File: src/rtl/core/c8ie_pkg.sv
// Shared types and constants for the CHIP-8 instruction execute block.
// No dependencies; used by the channel interfaces, the execute unit and the top level.
package c8ie_pkg;

  localparam int unsigned STACK_DEPTH = 16;
  localparam int unsigned SP_W        = $clog2(STACK_DEPTH);
  localparam int unsigned ADDR_W      = 12;
  localparam int unsigned INSTR_W     = 16;
  localparam int unsigned BYTE_W      = 8;
  localparam int unsigned NUM_V       = 16;
  localparam int unsigned VIDX_W      = 4;

  localparam logic [ADDR_W-1:0]  START_RESET = 12'h200;
  localparam logic [INSTR_W-1:0] INSTR_CLS   = 16'h00E0;
  localparam logic [INSTR_W-1:0] INSTR_RET   = 16'h00EE;
  localparam logic [BYTE_W-1:0]  MISC_BCD    = 8'h33;
  localparam logic [VIDX_W-1:0]  VF_IDX      = 4'hF;

  // Top nibble of the instruction
  typedef enum logic [3:0] {
    OP_SYS     = 4'h0,
    OP_JP      = 4'h1,
    OP_CALL    = 4'h2,
    OP_SE_IMM  = 4'h3,
    OP_SNE_IMM = 4'h4,
    OP_SE_REG  = 4'h5,
    OP_LD_IMM  = 4'h6,
    OP_ADD_IMM = 4'h7,
    OP_ALU     = 4'h8,
    OP_SNE_REG = 4'h9,
    OP_LD_I    = 4'hA,
    OP_JP_V0   = 4'hB,
    OP_RND     = 4'hC,
    OP_DRW     = 4'hD,
    OP_SKP     = 4'hE,
    OP_MISC    = 4'hF
  } opcode_e;

  // Low nibble of the 8XYn group
  typedef enum logic [3:0] {
    ALU_MOV  = 4'h0,
    ALU_OR   = 4'h1,
    ALU_AND  = 4'h2,
    ALU_XOR  = 4'h3,
    ALU_ADD  = 4'h4,
    ALU_SUB  = 4'h5,
    ALU_SHR  = 4'h6,
    ALU_SUBN = 4'h7,
    ALU_SHL  = 4'hE
  } alu_e;

  typedef struct packed {
    logic [ADDR_W-1:0] next_pc;
    logic              clear_screen;
    logic              bcd_write;
    logic [ADDR_W-1:0] bcd_address;
    logic [1:0]        digit_hundreds;
    logic [3:0]        digit_tens;
    logic [3:0]        digit_ones;
    logic              unknown_opcode;
  } result_t;

  // State updates from the execute unit
  typedef struct packed {
    logic              v_we;
    logic [VIDX_W-1:0] v_waddr;
    logic [BYTE_W-1:0] v_wdata;
    logic              vf_we;
    logic              vf_wdata;
    logic              i_we;
    logic              push;
    logic              pop;
  } upd_t;

endpackage

File: src/rtl/core/c8ie_in_if.sv
// Input channel: fetched instruction and random byte with valid/ready.
// Depends on c8ie_pkg.
interface c8ie_in_if;
  import c8ie_pkg::*;

  logic               valid;
  logic               ready;
  logic [INSTR_W-1:0] instruction;
  logic [BYTE_W-1:0]  random_byte;

  modport source (output valid, output instruction, output random_byte, input ready);
  modport sink   (input valid, input instruction, input random_byte, output ready);
endinterface

File: src/rtl/core/c8ie_out_if.sv
// Output channel: one result per executed instruction with valid/ready.
// Depends on c8ie_pkg.
interface c8ie_out_if;
  import c8ie_pkg::*;

  logic              valid;
  logic              ready;
  logic [ADDR_W-1:0] next_pc;
  logic              clear_screen;
  logic              bcd_write;
  logic [ADDR_W-1:0] bcd_address;
  logic [1:0]        digit_hundreds;
  logic [3:0]        digit_tens;
  logic [3:0]        digit_ones;
  logic              unknown_opcode;

  modport source (output valid, output next_pc, output clear_screen, output bcd_write,
                  output bcd_address, output digit_hundreds, output digit_tens,
                  output digit_ones, output unknown_opcode, input ready);
  modport sink   (input valid, input next_pc, input clear_screen, input bcd_write,
                  input bcd_address, input digit_hundreds, input digit_tens,
                  input digit_ones, input unknown_opcode, output ready);
endinterface

File: src/rtl/core/c8ie_exec.sv
// Combinational execute unit: decode, 8-bit ALU, skip compare, BCD by constant.
// Depends on c8ie_pkg.
module c8ie_exec (
  input  logic [c8ie_pkg::INSTR_W-1:0] instruction_i,
  input  logic [c8ie_pkg::BYTE_W-1:0]  random_byte_i,
  input  logic [c8ie_pkg::ADDR_W-1:0]  pc_i,
  input  logic [c8ie_pkg::ADDR_W-1:0]  index_i,
  input  logic [c8ie_pkg::BYTE_W-1:0]  vx_i,
  input  logic [c8ie_pkg::BYTE_W-1:0]  vy_i,
  input  logic [c8ie_pkg::BYTE_W-1:0]  v0_i,
  input  logic [c8ie_pkg::ADDR_W-1:0]  stack_top_i,
  output c8ie_pkg::result_t            res_o,
  output c8ie_pkg::upd_t               upd_o
);
  import c8ie_pkg::*;

  logic [VIDX_W-1:0] x;
  logic [BYTE_W-1:0] nn;
  logic [ADDR_W-1:0] nnn;
  logic [ADDR_W-1:0] pc_plus2;
  logic [ADDR_W-1:0] pc_plus4;
  logic [BYTE_W:0]   sum;
  logic [1:0]        hund;
  logic [6:0]        rem;
  logic [14:0]       tens_prod;
  logic [3:0]        tens;
  logic [6:0]        ones;

  assign x        = instruction_i[11:8];
  assign nn       = instruction_i[7:0];
  assign nnn      = instruction_i[11:0];
  assign pc_plus2 = pc_i + ADDR_W'(2);
  assign pc_plus4 = pc_i + ADDR_W'(4);
  assign sum      = {1'b0, vx_i} + {1'b0, vy_i};

  // BCD: hundreds by compare, tens by reciprocal multiply (x*205 >> 11 is exact below 180)
  always_comb begin
    if (vx_i >= 8'd200) begin
      hund = 2'd2;
      rem  = 7'(vx_i - 8'd200);
    end else if (vx_i >= 8'd100) begin
      hund = 2'd1;
      rem  = 7'(vx_i - 8'd100);
    end else begin
      hund = 2'd0;
      rem  = vx_i[6:0];
    end
  end

  assign tens_prod = {8'b0, rem} * 15'd205;
  assign tens      = tens_prod[14:11];
  assign ones      = rem - 7'({3'b0, tens} * 7'd10);

  always_comb begin
    res_o         = '0;
    upd_o         = '0;
    res_o.next_pc = pc_plus2;
    upd_o.v_waddr = x;

    case (opcode_e'(instruction_i[15:12]))
      OP_SYS: begin
        if (instruction_i == INSTR_CLS) begin
          res_o.clear_screen = 1'b1;
        end else if (instruction_i == INSTR_RET) begin
          upd_o.pop     = 1'b1;
          res_o.next_pc = stack_top_i + ADDR_W'(2);
        end else begin
          res_o.unknown_opcode = 1'b1;
        end
      end
      OP_JP: res_o.next_pc = nnn;
      OP_CALL: begin
        upd_o.push    = 1'b1;
        res_o.next_pc = nnn;
      end
      OP_SE_IMM:  if (vx_i == nn)   res_o.next_pc = pc_plus4;
      OP_SNE_IMM: if (vx_i != nn)   res_o.next_pc = pc_plus4;
      OP_SE_REG:  if (vx_i == vy_i) res_o.next_pc = pc_plus4;
      OP_SNE_REG: if (vx_i != vy_i) res_o.next_pc = pc_plus4;
      OP_LD_IMM: begin
        upd_o.v_we    = 1'b1;
        upd_o.v_wdata = nn;
      end
      OP_ADD_IMM: begin
        upd_o.v_we    = 1'b1;
        upd_o.v_wdata = vx_i + nn;
      end
      OP_ALU: begin
        upd_o.v_we = 1'b1;
        case (alu_e'(instruction_i[3:0]))
          ALU_MOV: upd_o.v_wdata = vy_i;
          ALU_OR:  upd_o.v_wdata = vx_i | vy_i;
          ALU_AND: upd_o.v_wdata = vx_i & vy_i;
          ALU_XOR: upd_o.v_wdata = vx_i ^ vy_i;
          ALU_ADD: begin
            upd_o.v_wdata  = sum[BYTE_W-1:0];
            upd_o.vf_we    = 1'b1;
            upd_o.vf_wdata = sum[BYTE_W];
          end
          ALU_SUB: begin
            upd_o.v_wdata  = vx_i - vy_i;
            upd_o.vf_we    = 1'b1;
            upd_o.vf_wdata = (vx_i >= vy_i);
          end
          ALU_SHR: begin
            upd_o.v_wdata  = vx_i >> 1;
            upd_o.vf_we    = 1'b1;
            upd_o.vf_wdata = vx_i[0];
          end
          ALU_SUBN: begin
            upd_o.v_wdata  = vy_i - vx_i;
            upd_o.vf_we    = 1'b1;
            upd_o.vf_wdata = (vy_i >= vx_i);
          end
          ALU_SHL: begin
            upd_o.v_wdata  = vx_i << 1;
            upd_o.vf_we    = 1'b1;
            upd_o.vf_wdata = vx_i[BYTE_W-1];
          end
          default: begin
            upd_o.v_we           = 1'b0;
            res_o.unknown_opcode = 1'b1;
          end
        endcase
      end
      OP_LD_I:  upd_o.i_we = 1'b1;
      OP_JP_V0: res_o.next_pc = {4'b0, v0_i} + nnn;
      OP_RND: begin
        upd_o.v_we    = 1'b1;
        upd_o.v_wdata = random_byte_i & nn;
      end
      OP_MISC: begin
        if (nn == MISC_BCD) begin
          res_o.bcd_write      = 1'b1;
          res_o.bcd_address    = index_i;
          res_o.digit_hundreds = hund;
          res_o.digit_tens     = tens;
          res_o.digit_ones     = ones[3:0];
        end else begin
          res_o.unknown_opcode = 1'b1;
        end
      end
      default: res_o.unknown_opcode = 1'b1;
    endcase

    if (res_o.unknown_opcode) begin
      res_o.next_pc = pc_i;
    end
  end

endmodule

File: src/rtl/core/chip8_instruction_execute_top.sv
// Latency: a result is valid the cycle after its instruction transfer.
// Throughput: one instruction per cycle; the execute unit reads PC, I, V and the
// stack top and updates them in the same cycle, so back-to-back items see fresh state.
// Input ready drops only while the output register holds a result that is not taken.
// Reset (async, active low): PC = 0x200, I = 0, V0..VF = 0, SP = 0; stack is unset.
// Top level: state registers, return stack, output register. Depends on c8ie_pkg,
// c8ie_in_if, c8ie_out_if and c8ie_exec.
module chip8_instruction_execute_top (
  input  logic                        clk_i,
  input  logic                        rst_ni,
  input  logic                        cfg_we_i,
  input  logic [c8ie_pkg::ADDR_W-1:0] cfg_wdata_i,
  c8ie_in_if.sink                     in_i,
  c8ie_out_if.source                  out_o
);
  import c8ie_pkg::*;

  logic [ADDR_W-1:0] pc_q;
  logic [ADDR_W-1:0] index_q;
  logic [BYTE_W-1:0] v_q [NUM_V];
  logic [SP_W-1:0]   sp_q;
  logic [ADDR_W-1:0] stack_q [STACK_DEPTH];
  logic              out_valid_q;
  result_t           res_q;

  logic [SP_W-1:0]   sp_dec;
  logic [SP_W-1:0]   sp_inc;
  logic              accept;
  result_t           res_d;
  upd_t              upd;

  assign sp_dec   = (sp_q == '0) ? SP_W'(STACK_DEPTH - 1) : sp_q - SP_W'(1);
  assign sp_inc   = (sp_q == SP_W'(STACK_DEPTH - 1)) ? '0 : sp_q + SP_W'(1);
  assign in_i.ready = !out_valid_q || out_o.ready;
  assign accept   = in_i.valid && in_i.ready;

  c8ie_exec u_exec (
    .instruction_i (in_i.instruction),
    .random_byte_i (in_i.random_byte),
    .pc_i          (pc_q),
    .index_i       (index_q),
    .vx_i          (v_q[in_i.instruction[11:8]]),
    .vy_i          (v_q[in_i.instruction[7:4]]),
    .v0_i          (v_q[0]),
    .stack_top_i   (stack_q[sp_dec]),
    .res_o         (res_d),
    .upd_o         (upd)
  );

  always_ff @(posedge clk_i or negedge rst_ni) begin
    if (!rst_ni) begin
      pc_q        <= START_RESET;
      index_q     <= '0;
      sp_q        <= '0;
      out_valid_q <= 1'b0;
      for (int i = 0; i < NUM_V; i++) begin
        v_q[i] <= '0;
      end
    end else begin
      if (cfg_we_i) begin
        pc_q <= cfg_wdata_i;
      end else if (accept) begin
        pc_q <= res_d.next_pc;
      end
      if (accept) begin
        if (upd.i_we) begin
          index_q <= in_i.instruction[11:0];
        end
        if (upd.push) begin
          sp_q <= sp_inc;
        end else if (upd.pop) begin
          sp_q <= sp_dec;
        end
        // flag takes priority over the result when X is F
        for (int i = 0; i < NUM_V; i++) begin
          if (upd.vf_we && (VIDX_W'(i) == VF_IDX)) begin
            v_q[i] <= {7'b0, upd.vf_wdata};
          end else if (upd.v_we && (upd.v_waddr == VIDX_W'(i))) begin
            v_q[i] <= upd.v_wdata;
          end
        end
      end
      if (accept) begin
        out_valid_q <= 1'b1;
      end else if (out_o.ready) begin
        out_valid_q <= 1'b0;
      end
    end
  end

  always_ff @(posedge clk_i) begin
    if (accept && upd.push) begin
      stack_q[sp_q] <= pc_q;
    end
    if (accept) begin
      res_q <= res_d;
    end
  end

  assign out_o.valid          = out_valid_q;
  assign out_o.next_pc        = res_q.next_pc;
  assign out_o.clear_screen   = res_q.clear_screen;
  assign out_o.bcd_write      = res_q.bcd_write;
  assign out_o.bcd_address    = res_q.bcd_address;
  assign out_o.digit_hundreds = res_q.digit_hundreds;
  assign out_o.digit_tens     = res_q.digit_tens;
  assign out_o.digit_ones     = res_q.digit_ones;
  assign out_o.unknown_opcode = res_q.unknown_opcode;

endmodule

File: src/flat_wrapper.sv
// flat-port wrapper written by rule: the top's interface ports become plain ports
module chip8_instruction_execute_top_flat import c8ie_pkg::*;
  (clk_i, rst_ni, cfg_we_i, cfg_wdata_i, in_i_valid, in_i_instruction, in_i_random_byte, in_i_ready, out_o_valid, out_o_next_pc, out_o_clear_screen, out_o_bcd_write, out_o_bcd_address, out_o_digit_hundreds, out_o_digit_tens, out_o_digit_ones, out_o_unknown_opcode, out_o_ready);
  c8ie_in_if in_i_i ();
  c8ie_out_if out_o_i ();
  input  logic clk_i;
  input  logic rst_ni;
  input  logic cfg_we_i;
  input  logic [c8ie_pkg::ADDR_W-1:0] cfg_wdata_i;
  input wire logic [$bits(in_i_i.valid)-1:0] in_i_valid;
  input wire logic [$bits(in_i_i.instruction)-1:0] in_i_instruction;
  input wire logic [$bits(in_i_i.random_byte)-1:0] in_i_random_byte;
  output wire logic [$bits(in_i_i.ready)-1:0] in_i_ready;
  output wire logic [$bits(out_o_i.valid)-1:0] out_o_valid;
  output wire logic [$bits(out_o_i.next_pc)-1:0] out_o_next_pc;
  output wire logic [$bits(out_o_i.clear_screen)-1:0] out_o_clear_screen;
  output wire logic [$bits(out_o_i.bcd_write)-1:0] out_o_bcd_write;
  output wire logic [$bits(out_o_i.bcd_address)-1:0] out_o_bcd_address;
  output wire logic [$bits(out_o_i.digit_hundreds)-1:0] out_o_digit_hundreds;
  output wire logic [$bits(out_o_i.digit_tens)-1:0] out_o_digit_tens;
  output wire logic [$bits(out_o_i.digit_ones)-1:0] out_o_digit_ones;
  output wire logic [$bits(out_o_i.unknown_opcode)-1:0] out_o_unknown_opcode;
  input wire logic [$bits(out_o_i.ready)-1:0] out_o_ready;
  assign in_i_i.valid = in_i_valid;
  assign in_i_i.instruction = in_i_instruction;
  assign in_i_i.random_byte = in_i_random_byte;
  assign in_i_ready = in_i_i.ready;
  assign out_o_valid = out_o_i.valid;
  assign out_o_next_pc = out_o_i.next_pc;
  assign out_o_clear_screen = out_o_i.clear_screen;
  assign out_o_bcd_write = out_o_i.bcd_write;
  assign out_o_bcd_address = out_o_i.bcd_address;
  assign out_o_digit_hundreds = out_o_i.digit_hundreds;
  assign out_o_digit_tens = out_o_i.digit_tens;
  assign out_o_digit_ones = out_o_i.digit_ones;
  assign out_o_unknown_opcode = out_o_i.unknown_opcode;
  assign out_o_i.ready = out_o_ready;
  chip8_instruction_execute_top u_core (.clk_i(clk_i), .rst_ni(rst_ni), .cfg_we_i(cfg_we_i), .cfg_wdata_i(cfg_wdata_i), .in_i(in_i_i), .out_o(out_o_i));
endmodule
File: config.mk
export PLATFORM = sky130hd
export DESIGN_NAME = chip8_instruction_execute_top_flat
export DESIGN_NICKNAME = d
export VERILOG_FILES = /design/src/rtl/core/c8ie_pkg.sv /design/src/rtl/core/c8ie_in_if.sv /design/src/rtl/core/c8ie_out_if.sv /design/src/rtl/core/c8ie_exec.sv /design/src/rtl/core/chip8_instruction_execute_top.sv /design/src/flat_wrapper.sv
export SDC_FILE = /design/constraint.sdc
export NUM_CORES = 1
export LEC_CHECK = 0
export ABC_AREA = 1
export BUFFER_PORTS_ARGS = -buffer_cell sky130_fd_sc_hd__buf_2
export CAP_MARGIN = 30
export CORE_AREA = 4 4 254 318
export CTS_BUF_LIST = sky130_fd_sc_hd__clkbuf_8
export DETAILED_ROUTE_END_ITERATION = 10
export DIE_AREA = 0 0 258 322
export PLACE_DENSITY = 0.55
export RECOVER_POWER = 25
export SLEW_MARGIN = 20
export SYNTH_ARGS = -nofsm -noshare
export SYNTH_HDL_FRONTEND = slang
export SYNTH_SLANG_ARGS = --single-unit
export TNS_END_PERCENT = 10
File: constraint.sdc
create_clock -name clk_i -period 9.74 [get_ports clk_i]
set_input_delay 0.974 -clock clk_i [delete_from_list [all_inputs] [get_ports clk_i]]
set_output_delay 0.974 -clock clk_i [all_outputs]
set_load 0.02 [all_outputs]
==> results of run 1 <==
==> worst max-delay path: cells and delay by family <==
kind	cells	cell delay (ns)
compound gates	6	1.09
fa+ha+maj	7	2.52
xor+xnor	2	0.55
buf+inv	9	1.49
simple gates	17	1.79
==> layout make-up <==
type                            count  share of cell area [%]
Sequential cell                   386                    41.7
Timing Repair Buffer              127                    2.97
Clock buffer                       79                    4.19
Multi-Input combinational cell   2026                    40.5
Inverter                          320                    4.65
Tap cell                         1044                    5.04
Clock inverter                     47                   0.951
==> metal layers <==
layer	part of all wire, %	wire, um	up-vias	global-route usage, %
li1	-	-	9742	-
met1	41	32900	9717	23.3
met2	49	38900	689	32.8
met3	5.9	4700	171	3.11
met4	4.0	3170	0	7.37
met5	0	0	-	0
==> registers in the layout (all words and copies together), names as in the netlist <==
| signal | count |
|---|---|
| u_core.out_o.digit_hundreds | 2 |
| u_core.out_o.digit_ones | 4 |
| u_core.pc_q | 12 |
| u_core.out_o.clear_screen | 1 |
| u_core.out_o.unknown_opcode | 1 |
| u_core.out_o.digit_tens | 4 |
| u_core.sp_q | 4 |
| u_core.v_q | 128 |
| u_core.out_o.bcd_write | 1 |
| u_core.out_o.bcd_address | 12 |
| u_core.out_o.next_pc | 12 |
| u_core.out_o.valid | 1 |
| u_core.index_q | 12 |
| u_core.stack_q | 192 |
==> stage by stage <==
step                      power, mW  cells  instance area [sq um]  setup WS, ns
after global placement         4.08   3895                  24500          1.29
after floorplan                3.46   2844                  23100          2.73
after detailed placement       4.09   3896                  24600          1.12
after CTS                      5.58   4022                  25900          1.78
final                          5.53   4029                  25900          1.70
after global routing           5.94   4029                  25900          1.09
==> final timing paths <==
kind | depth (start not counted) | from | to | slack [ns]
worst max-delay path | 41 | in_i_instruction[9] | u_core.out_o.digit_ones[3] | 1.70
worst min-delay path | 2 | u_core.index_q[6] | u_core.index_q[6] | 0.48
worst max register to register | 39 | u_core.v_q[122] | u_core.out_o.digit_ones[3] | 2.57
worst min register to register | 2 | u_core.index_q[6] | u_core.index_q[6] | 0.48
max in group asynchronous | 1 | rst_ni | u_core.index_q[2] | 4.73
min in group asynchronous | 1 | rst_ni | u_core.v_q[69] | 2.14
==> cell usage in the layout, fill, tap and decap left out, types with 4 or more instances in the layout <==
cell type,synthesis,final
nand2_1,861,860
o221ai_1,28,28
nor2_1,194,190
inv_2,7,9
nand3_1,173,173
a221oi_1,7,7
o21ai_0,264,264
a32o_1,4,4
buf_2,29,78
fa_1,14,14
nor4_1,5,5
o2111ai_1,18,18
o211ai_1,22,22
or2_2,9,9
buf_4,16,45
nor3_1,25,22
dfrtp_1,156,156
nand4_1,12,12
clkinv_2,0,7
a21oi_1,125,125
a31o_2,4,4
xnor2_1,5,5
o21a_1,16,16
inv_1,305,325
o21bai_1,5,5
edfxtp_1,229,229
a22oi_1,12,12
nor2_2,7,11
a31oi_1,9,9
ha_1,93,92
o21ai_1,24,24
o22ai_1,25,25
xor2_1,19,19
clkbuf_8,0,79
a21o_1,4,4
nand2_2,10,11
clkinv_1,6,15
==> report_power, final <==
part	switching (mW)	total (mW)	leakage [nW]	internal (mW)
Clock	0.720	1.47	0.766	0.754
Combinational	1.42	2.06	6.64	0.647
Sequential	0.117	1.99	3.97	1.88
==> cells by family after synthesis <==
group                      count (synthesis)  share of synthesized area (%)
buffers and inverters                    432                           7.84
adders and majority gates                107                           6.25
muxes                                      1                         0.0434
xor gates and xnor gates                  26                           1.10
and+or+nand+nor                         1309                           23.2
DFF                                      386                           46.8
AOI/OAI and AO/OA                        583                           14.8
==> impl_metrics.json, run 1 <==
{
  "ys_seq_area_share_pct": 46.8,
  "cts_hold_repair.buffers": 0,
  "setup_viol": 0,
  "drt-total-wl_um": 79700,
  "insertion_delay_ns": 0.69,
  "grt_overflow": 0,
  "cts_buffer_depth": 3,
  "relSlewSlack_pct": -237,
  "antenna_found_initial": 0,
  "violations": "capacitance limit, slew limit",
  "gp_congestion": 0.947,
  "multi_input_area_sq_um": 10500,
  "status": "finished with violations",
  "yosysTopAreaCell": "edfxtp_1",
  "drt_iter0_drc": 1822,
  "power_density_nw_per_um2": 213,
  "peakVddDrop_uv": 169,
  "die_area_sq_um": 83100,
  "row_count": 114,
  "syn_inst": 2844,
  "vias": 20300,
  "period_minus_slack_ns": 8.04,
  "holdCritPathClass": "flip-flop to flip-flop",
  "synth_cell_types": 63,
  "crit_path_end_kind": "flip-flop",
  "vias_per_cell": 5.04,
  "drv_cap": 1,
  "wl_per_cell_um": 19.8,
  "dp_hpwl_um": 56900,
  "synth.yosys.warnings": 0,
  "cp.arrival_ns": 8.44,
  "port_buffers": 79,
  "diodes": 0,
  "synth_area_per_cell_sq_um": 8.12,
  "ys_ff_latch": 386,
  "finClkSkew_ns": 0.0497,
  "crit_fanout": 28,
  "cts_tree": "done",
  "fin_util_pct": 33.5,
  "drv_slew": 83,
  "synth_flop_cell": "edfxtp_1",
  "rsz0062_at_grt": "no",
  "timing.fmax_mhz": 124,
  "drive_gt1_share_pct": 9.55,
  "netlist_area_sq_um": 23100,
  "ys_async_sr_fraction_pct": 40.7,
  "max_stage_delay_ns": 0.57,
  "grt_max_degree": 83,
  "drc": 0,
  "tightest_slew_ns": 5.06,
  "ios": 80,
  "path_class": "primary input to flip-flop",
  "ant_nets": 0,
  "hold_viol": 0,
  "synth_edf_count": 229,
  "final.setup.tns_ns": 0,
  "critPathRequiredTime_ns": 10.14,
  "clk_pin_slew_ns": 0.05,
  "hold_ws_ns": 0.484,
  "synth_top_area_share_pct": 29.8,
  "ys_top_cells_by_count": "861 x nand2_1, 305 x inv_1, 264 x o21ai_0",
  "syn_to_final_growth_pct": 12.3,
  "dr.pass1.iters": 5,
  "synth.most_common_cell": "nand2_1",
  "cts_root_buf": "clkbuf_8",
  "final-seq-area_sq_um": 10800,
  "grt_pass1_vias": 19800,
  "period_share_pct": 82.5,
  "cts_setup_buffers": 0,
  "synth.area.top_cells": "edfxtp_1 30%, dfrtp_1 17%, nand2_1 14%",
  "crit_top_cell": "nand2_1",
  "grt_pass1_wl_um": 121000,
  "start_util_pct": 29.8,
  "syn-num-nets": 2992,
  "die_h_um": 322,
  "nFillCells": 8250,
  "fin_nets": 3081,
  "track_usage_pct": 18.8,
  "cts_resized": 0,
  "htree_levels": 3,
  "cts_buffers": 72,
  "cts_num_sinks": 386,
  "dieWidth_um": 258,
  "p_leak_nw": 11.4,
  "critPathLaunchType": "primary input",
  "core_region_area_sq_um": 77500,
  "slowest_stage": "buf_2"
}
(Power assumes the default switching activity.)
==> inputs of run 2 (changes only) <==
==> constraint.sdc (replaced) <==
create_clock -name clk_i -period 7.5 [get_ports clk_i]
set_input_delay 0.75 -clock clk_i [delete_from_list [all_inputs] [get_ports clk_i]]
set_output_delay 0.75 -clock clk_i [all_outputs]
set_load 0.02 [all_outputs]
==> impl_metrics.json, run 2 (same netlist as run 1, synthesis figures left out) <==
{
  "status": "finished with violations",
  "violations": "capacitance limit, slew limit",
  "grt_overflow": 0,
  "drv_slew": 92,
  "cts_buffer_depth": 3,
  "final_cells": 4072,
  "drt_iter0_drc": 1757,
  "final_cell_area_sq_um": 26300,
  "worstReg2RegStart": "u_core.v_q[122]",
  "relSlewSlack_pct": -157,
  "layout_common_cells": "860 x nand2_1, 323 x inv_1, 264 x o21ai_0",
  "path_class": "primary input to flip-flop",
  "hold_viol": 0,
  "dr.pass1.iters": 8,
  "post-place-cells": 3940,
  "min_path_cells": 3,
  "period_minus_slack_ns": 6.82,
  "max_stage_delay_ns": 0.50,
  "layout_commonest_cell": "nand2_1",
  "final.setup.tns_ns": 0,
  "cts_resized": 0,
  "row_count": 114,
  "period_share_pct": 91.0,
  "crit_top_cell": "nand2_1",
  "critPathLaunchType": "primary input",
  "cts_buffers": 70,
  "p_leak_nw": 11.6,
  "finClkSkew_ns": 0.0689,
  "drv_cap": 2,
  "reg2regPathDepth": 39,
  "grt_pass1_vias": 19600,
  "gp_congestion": 0.984,
  "drc": 0,
  "clockPowerShare_pct": 27.7,
  "crit_fanout": 23,
  "clk_pin_slew_ns": 0.07,
  "drt-total-wl_um": 81000,
  "power_density_nw_per_um2": 279,
  "vias": 20400,
  "finalPower_mw": 7.34,
  "tightest_slew_ns": 3.86,
  "cts_root_buf": "clkbuf_8",
  "dp_hpwl_um": 58300,
  "min-delay-start": "cfg_wdata_i[2]",
  "fin_nets": 3123,
  "largest_reg_flops": 192,
  "rsz0062_at_grt": "no",
  "start_util_pct": 29.8,
  "wl_per_cell_um": 19.9,
  "antenna_found_initial": 2,
  "holdPathEnd": "u_core.pc_q[2]",
  "grt_max_degree": 90,
  "htree_levels": 3,
  "critPathRequiredTime_ns": 7.89,
  "grt_pass1_wl_um": 122000,
  "core_region_area_sq_um": 77500,
  "cts_hold_repair.buffers": 0,
  "place_area_sq_um": 24900,
  "cts_setup_buffers": 0,
  "track_usage_pct": 19.0,
  "cts_num_sinks": 386,
  "crit_path_end_kind": "flip-flop",
  "switching_power_mw": 2.96,
  "reg_top3": "u_core.stack_q x192, u_core.v_q x128",
  "setup_viol": 0,
  "dieWidth_um": 258,
  "path_buf_inv": 10,
  "p_sw_share_pct": 40.4,
  "cts_tree": "done",
  "insertion_delay_ns": 0.68,
  "vias_per_cell": 5.02,
  "pwr-share-comb_pct": 37.1,
  "ios": 80,
  "die_h_um": 322,
  "p_int_mw": 4.38,
  "syn_to_final_growth_pct": 14.1,
  "drive_gt1_share_pct": 10.7,
  "crit-reg2reg-capture": "u_core.out_o.digit_ones[3]",
  "seqPwrFrac_pct": 35.2,
  "port_buffers": 79,
  "holdCritPathClass": "primary input to flip-flop",
  "timing.fmax_mhz": 147,
  "fin_util_pct": 34.0,
  "crit_family": "adder cells",
  "ant_nets": 0,
  "largest_register": "u_core.stack_q",
  "slowest_stage": "a2111oi_0",
  "cp.arrival_ns": 7.22,
  "reg2reg_slack_ns": 0.91,
  "peakVddDrop_uv": 201,
  "die_area_sq_um": 83100
}
==> run 2: changes by cell type in the layout (fill, tap and decap cells not counted), sizes merged <==
cell and delta:
buf +43, dlygate4sd3 +1, bufinv +4, clkbuf -4, clkinvlp -1, diode +2
clkinv -2
==> run 2: routing by layer <==
metal  routed length, um  GRT usage (%)
met2               39900           33.1
met5                   0              0
met1               32900           23.6
met3                5150           3.24
met4                3020           7.37
==> run 2: power groups by stage <==
stage | Combinational [mW] | Clock [mW] | Sequential [mW]
floorplan | 1.92 | 0 | 2.57
global placement | 2.72 | 0 | 2.62
detailed placement | 2.72 | 0 | 2.62
CTS | 2.73 | 2.09 | 2.58
global route | 3.07 | 2.18 | 2.60
finish | 2.72 | 2.04 | 2.58
==> run 2: worst reg2reg max path: cells and delay by family (launching register included) <==
kind / cells / cell delay, ns
compound gates: 6 / 1.06
flops: 1 / 0.39
fa+ha+maj: 7 / 2.45
simple gates: 16 / 1.37
xor+xnor: 2 / 0.43
buf+inv: 8 / 0.60
==> run 2: worst max path at each step <==
stage | startpoint | endpoint | slack [ns] | cells after the start
6_report | in_i_instruction[8] | u_core.out_o.digit_ones[3] | 0.68 | 42
5_1_grt | in_i_instruction[8] | u_core.out_o.digit_ones[3] | 0.1 | 42
4_1_cts | in_i_instruction[8] | u_core.out_o.digit_ones[3] | 0.72 | 42
3_5_place_dp | in_i_instruction[8] | u_core.out_o.digit_ones[3] | 0.05 | 42
3_3_place_gp | in_i_instruction[8] | u_core.out_o.digit_ones[3] | 0.18 | 42
2_1_floorplan | in_i_instruction[9] | u_core.out_o.digit_ones[3] | 0.72 | 41
==> run 2: metrics by stage <==
| step | hold WS, ns | worst slack [ns] |
|---|---|---|
| detailed placement | 0.466 | 0.0474 |
| finish | 0.351 | 0.677 |
| floorplan | 0.449 | 0.717 |
| global route | 0.327 | 0.0998 |
| global placement | 0.467 | 0.178 |
| CTS | 0.204 | 0.717 |
==> run 2: layout make-up <==
cell class | instances | area [sq um]
fillers | 8184 | 51100
flip-flops and latches | 386 | 10800
multi-input cells | 2026 | 10500
well taps | 1044 | 1310
inverters | 320 | 1210
repair buffers | 171 | 1120
clock buffers | 75 | 1030
clock inverters | 48 | 349
diodes | 2 | 5.00
==> inputs of run 3 (changes only) <==
--- a/config.mk
+++ b/config.mk
@@ -8,11 +8,14 @@
 export ABC_AREA = 1
 export BUFFER_PORTS_ARGS = -buffer_cell sky130_fd_sc_hd__buf_2
 export CAP_MARGIN = 30
+export CELL_PAD_IN_SITES_DETAIL_PLACEMENT = 0
+export CELL_PAD_IN_SITES_GLOBAL_PLACEMENT = 1
 export CORE_AREA = 4 4 254 318
 export CTS_BUF_LIST = sky130_fd_sc_hd__clkbuf_8
 export DETAILED_ROUTE_END_ITERATION = 10
 export DIE_AREA = 0 0 258 322
-export PLACE_DENSITY = 0.55
+export GPL_TIMING_DRIVEN = 0
+export PLACE_DENSITY = 0.65
 export RECOVER_POWER = 25
 export SLEW_MARGIN = 20
 export SYNTH_ARGS = -nofsm -noshare
==> impl_metrics.json, run 3 (same netlist as run 1, synthesis figures left out) <==
{
  "holdCritPathClass": "primary input to flip-flop",
  "vias": 20900,
  "core_region_area_sq_um": 77500,
  "drv_slew": 86,
  "p_leak_nw": 11.7,
  "worstReg2RegStart": "u_core.v_q[125]",
  "drt_iter0_drc": 1754,
  "min-delay-start": "cfg_wdata_i[4]",
  "start_util_pct": 29.8,
  "timing.fmax_mhz": 145,
  "wl_per_cell_um": 22.1,
  "syn_to_final_growth_pct": 15.9,
  "tightest_slew_ns": 3.61,
  "status": "finished with violations",
  "drt-total-wl_um": 91300,
  "critPathRequiredTime_ns": 7.90,
  "reg_top3": "u_core.stack_q x192, u_core.v_q x128",
  "cp.arrival_ns": 7.29,
  "crit_path_end_kind": "flip-flop",
  "nFillCells": 8282,
  "finClkSkew_ns": 0.0440,
  "setup_viol": 0,
  "track_usage_pct": 21.5,
  "crit_family": "adder cells",
  "port_buffers": 77,
  "path_buf_inv": 9,
  "vias_per_cell": 5.08,
  "grt_max_degree": 75,
  "rsz0062_at_grt": "no",
  "period_minus_slack_ns": 6.89,
  "post-place-cells": 3986,
  "grt_pass1_vias": 20600,
  "path_class": "primary input to flip-flop",
  "die_h_um": 322,
  "critPathLaunchType": "primary input",
  "htree_levels": 3,
  "grt_overflow": 0,
  "fin_nets": 3170,
  "largest_reg_flops": 192,
  "layout_common_cells": "858 x nand2_1, 323 x inv_1, 263 x o21ai_0",
  "insertion_delay_ns": 0.68,
  "antenna_found_initial": 4,
  "dr.pass1.iters": 5,
  "period_share_pct": 91.8,
  "grt_pass1_wl_um": 134000,
  "slowest_stage": "fa_1",
  "crit_fanout": 9,
  "clk_pin_slew_ns": 0.06,
  "drive_gt1_share_pct": 11.0,
  "cts_tree": "done",
  "crit_top_cell": "nand2_1",
  "violations": "capacitance limit, slew limit",
  "hold_ws_ns": 0.384,
  "gp_congestion": 0.926,
  "largest_register": "u_core.stack_q",
  "peakVddDrop_uv": 129,
  "dieWidth_um": 258,
  "crit_start": "in_i_instruction[11]",
  "drv_cap": 2,
  "final_cells": 4123,
  "die_area_sq_um": 83100,
  "ant_nets": 0,
  "dp_hpwl_um": 68300,
  "max_stage_delay_ns": 0.48,
  "cts_root_buf": "clkbuf_8",
  "ios": 80,
  "cts_num_sinks": 386,
  "row_count": 114,
  "hold_viol": 0,
  "relSlewSlack_pct": -141,
  "layout_commonest_cell": "nand2_1",
  "power_density_nw_per_um2": 286,
  "drc": 0,
  "cts_buffers": 71,
  "cts_buffer_depth": 3
}
[run 3: layout make-up]
type                    instances  area [sq um]  area share, %
inverters                     320          1220           4.58
diodes                          3          7.51         0.0280
well taps                    1044          1310           4.88
repair buffers                105           706           2.64
plain buffers                 112           606           2.26
clock inverters                48           400           1.50
flip-flops and latches        386         10800           40.4
multi-input cells            2026         10600           39.7
clock buffers                  79          1090           4.06
[run 3: worst min-delay path: stages]
cell	delay, ns
buf_2	0.13
nand2_1	0.06
nand3_1	0.07
[run 3: path summary, 6_finish.rpt]
| kind | cells past startpoint | slack (ns) | endpoint |
|---|---|---|---|
| worst max register to register | 40 | 0.75 | u_core.out_o.digit_ones[3] |
| worst min-delay path | 3 | 0.38 | u_core.pc_q[4] |
| worst max-delay path | 40 | 0.61 | u_core.out_o.digit_ones[3] |
| max in group asynchronous | 3 | 2.28 | u_core.out_o.valid |
| worst min register to register | 2 | 0.48 | u_core.index_q[10] |
| min in group asynchronous | 2 | 1.06 | u_core.sp_q[2] |
[run 3: stage by stage]
| stage | power, mW | setup WS [ns] | TNS, ns | instance area, sq um | utilization (%) |
|---|---|---|---|---|---|
| 2_1_floorplan | 4.50 | 0.717 | 0 | 23100 | - |
| 3_3_place_gp | 5.50 | -1.28 | -3.64 | 24800 | 32.0 |
| 3_5_place_dp | 5.52 | -1.27 | -3.58 | 25200 | 32.5 |
| 4_1_cts | 7.70 | 0.0417 | 0 | 26700 | 34.4 |
| 5_1_grt | 8.17 | 0.0653 | 0 | 26800 | 34.6 |
| 6_report | 7.66 | 0.614 | 0 | 26800 | 34.6 |
[run 3: report_power, final]
part | total, mW | internal, mW | switching, mW
combinational | 2.92 | 0.917 | 2.00
clock | 2.15 | 1.21 | 0.943
sequential | 2.58 | 2.43 | 0.149
total | 7.66 | 4.56 | 3.09
[run 3: timing repair]
action	CTS	global route
gates resized for setup	5	22
setup buffers	0	6
hold endpoints to repair	22	0
hold buffers	1	0
setup endpoints to repair	2	2
pin swaps	0	1
[run 3: per-layer routing]
layer | vias up | global-route usage, % | part of all wire [%]
li1 | 9908 | - | -
met1 | 10100 | 26.4 | 41
met2 | 683 | 37.2 | 49
met3 | 227 | 3.26 | 5.4
met4 | 2 | 9.95 | 5.0
met5 | - | 0 | 0.011
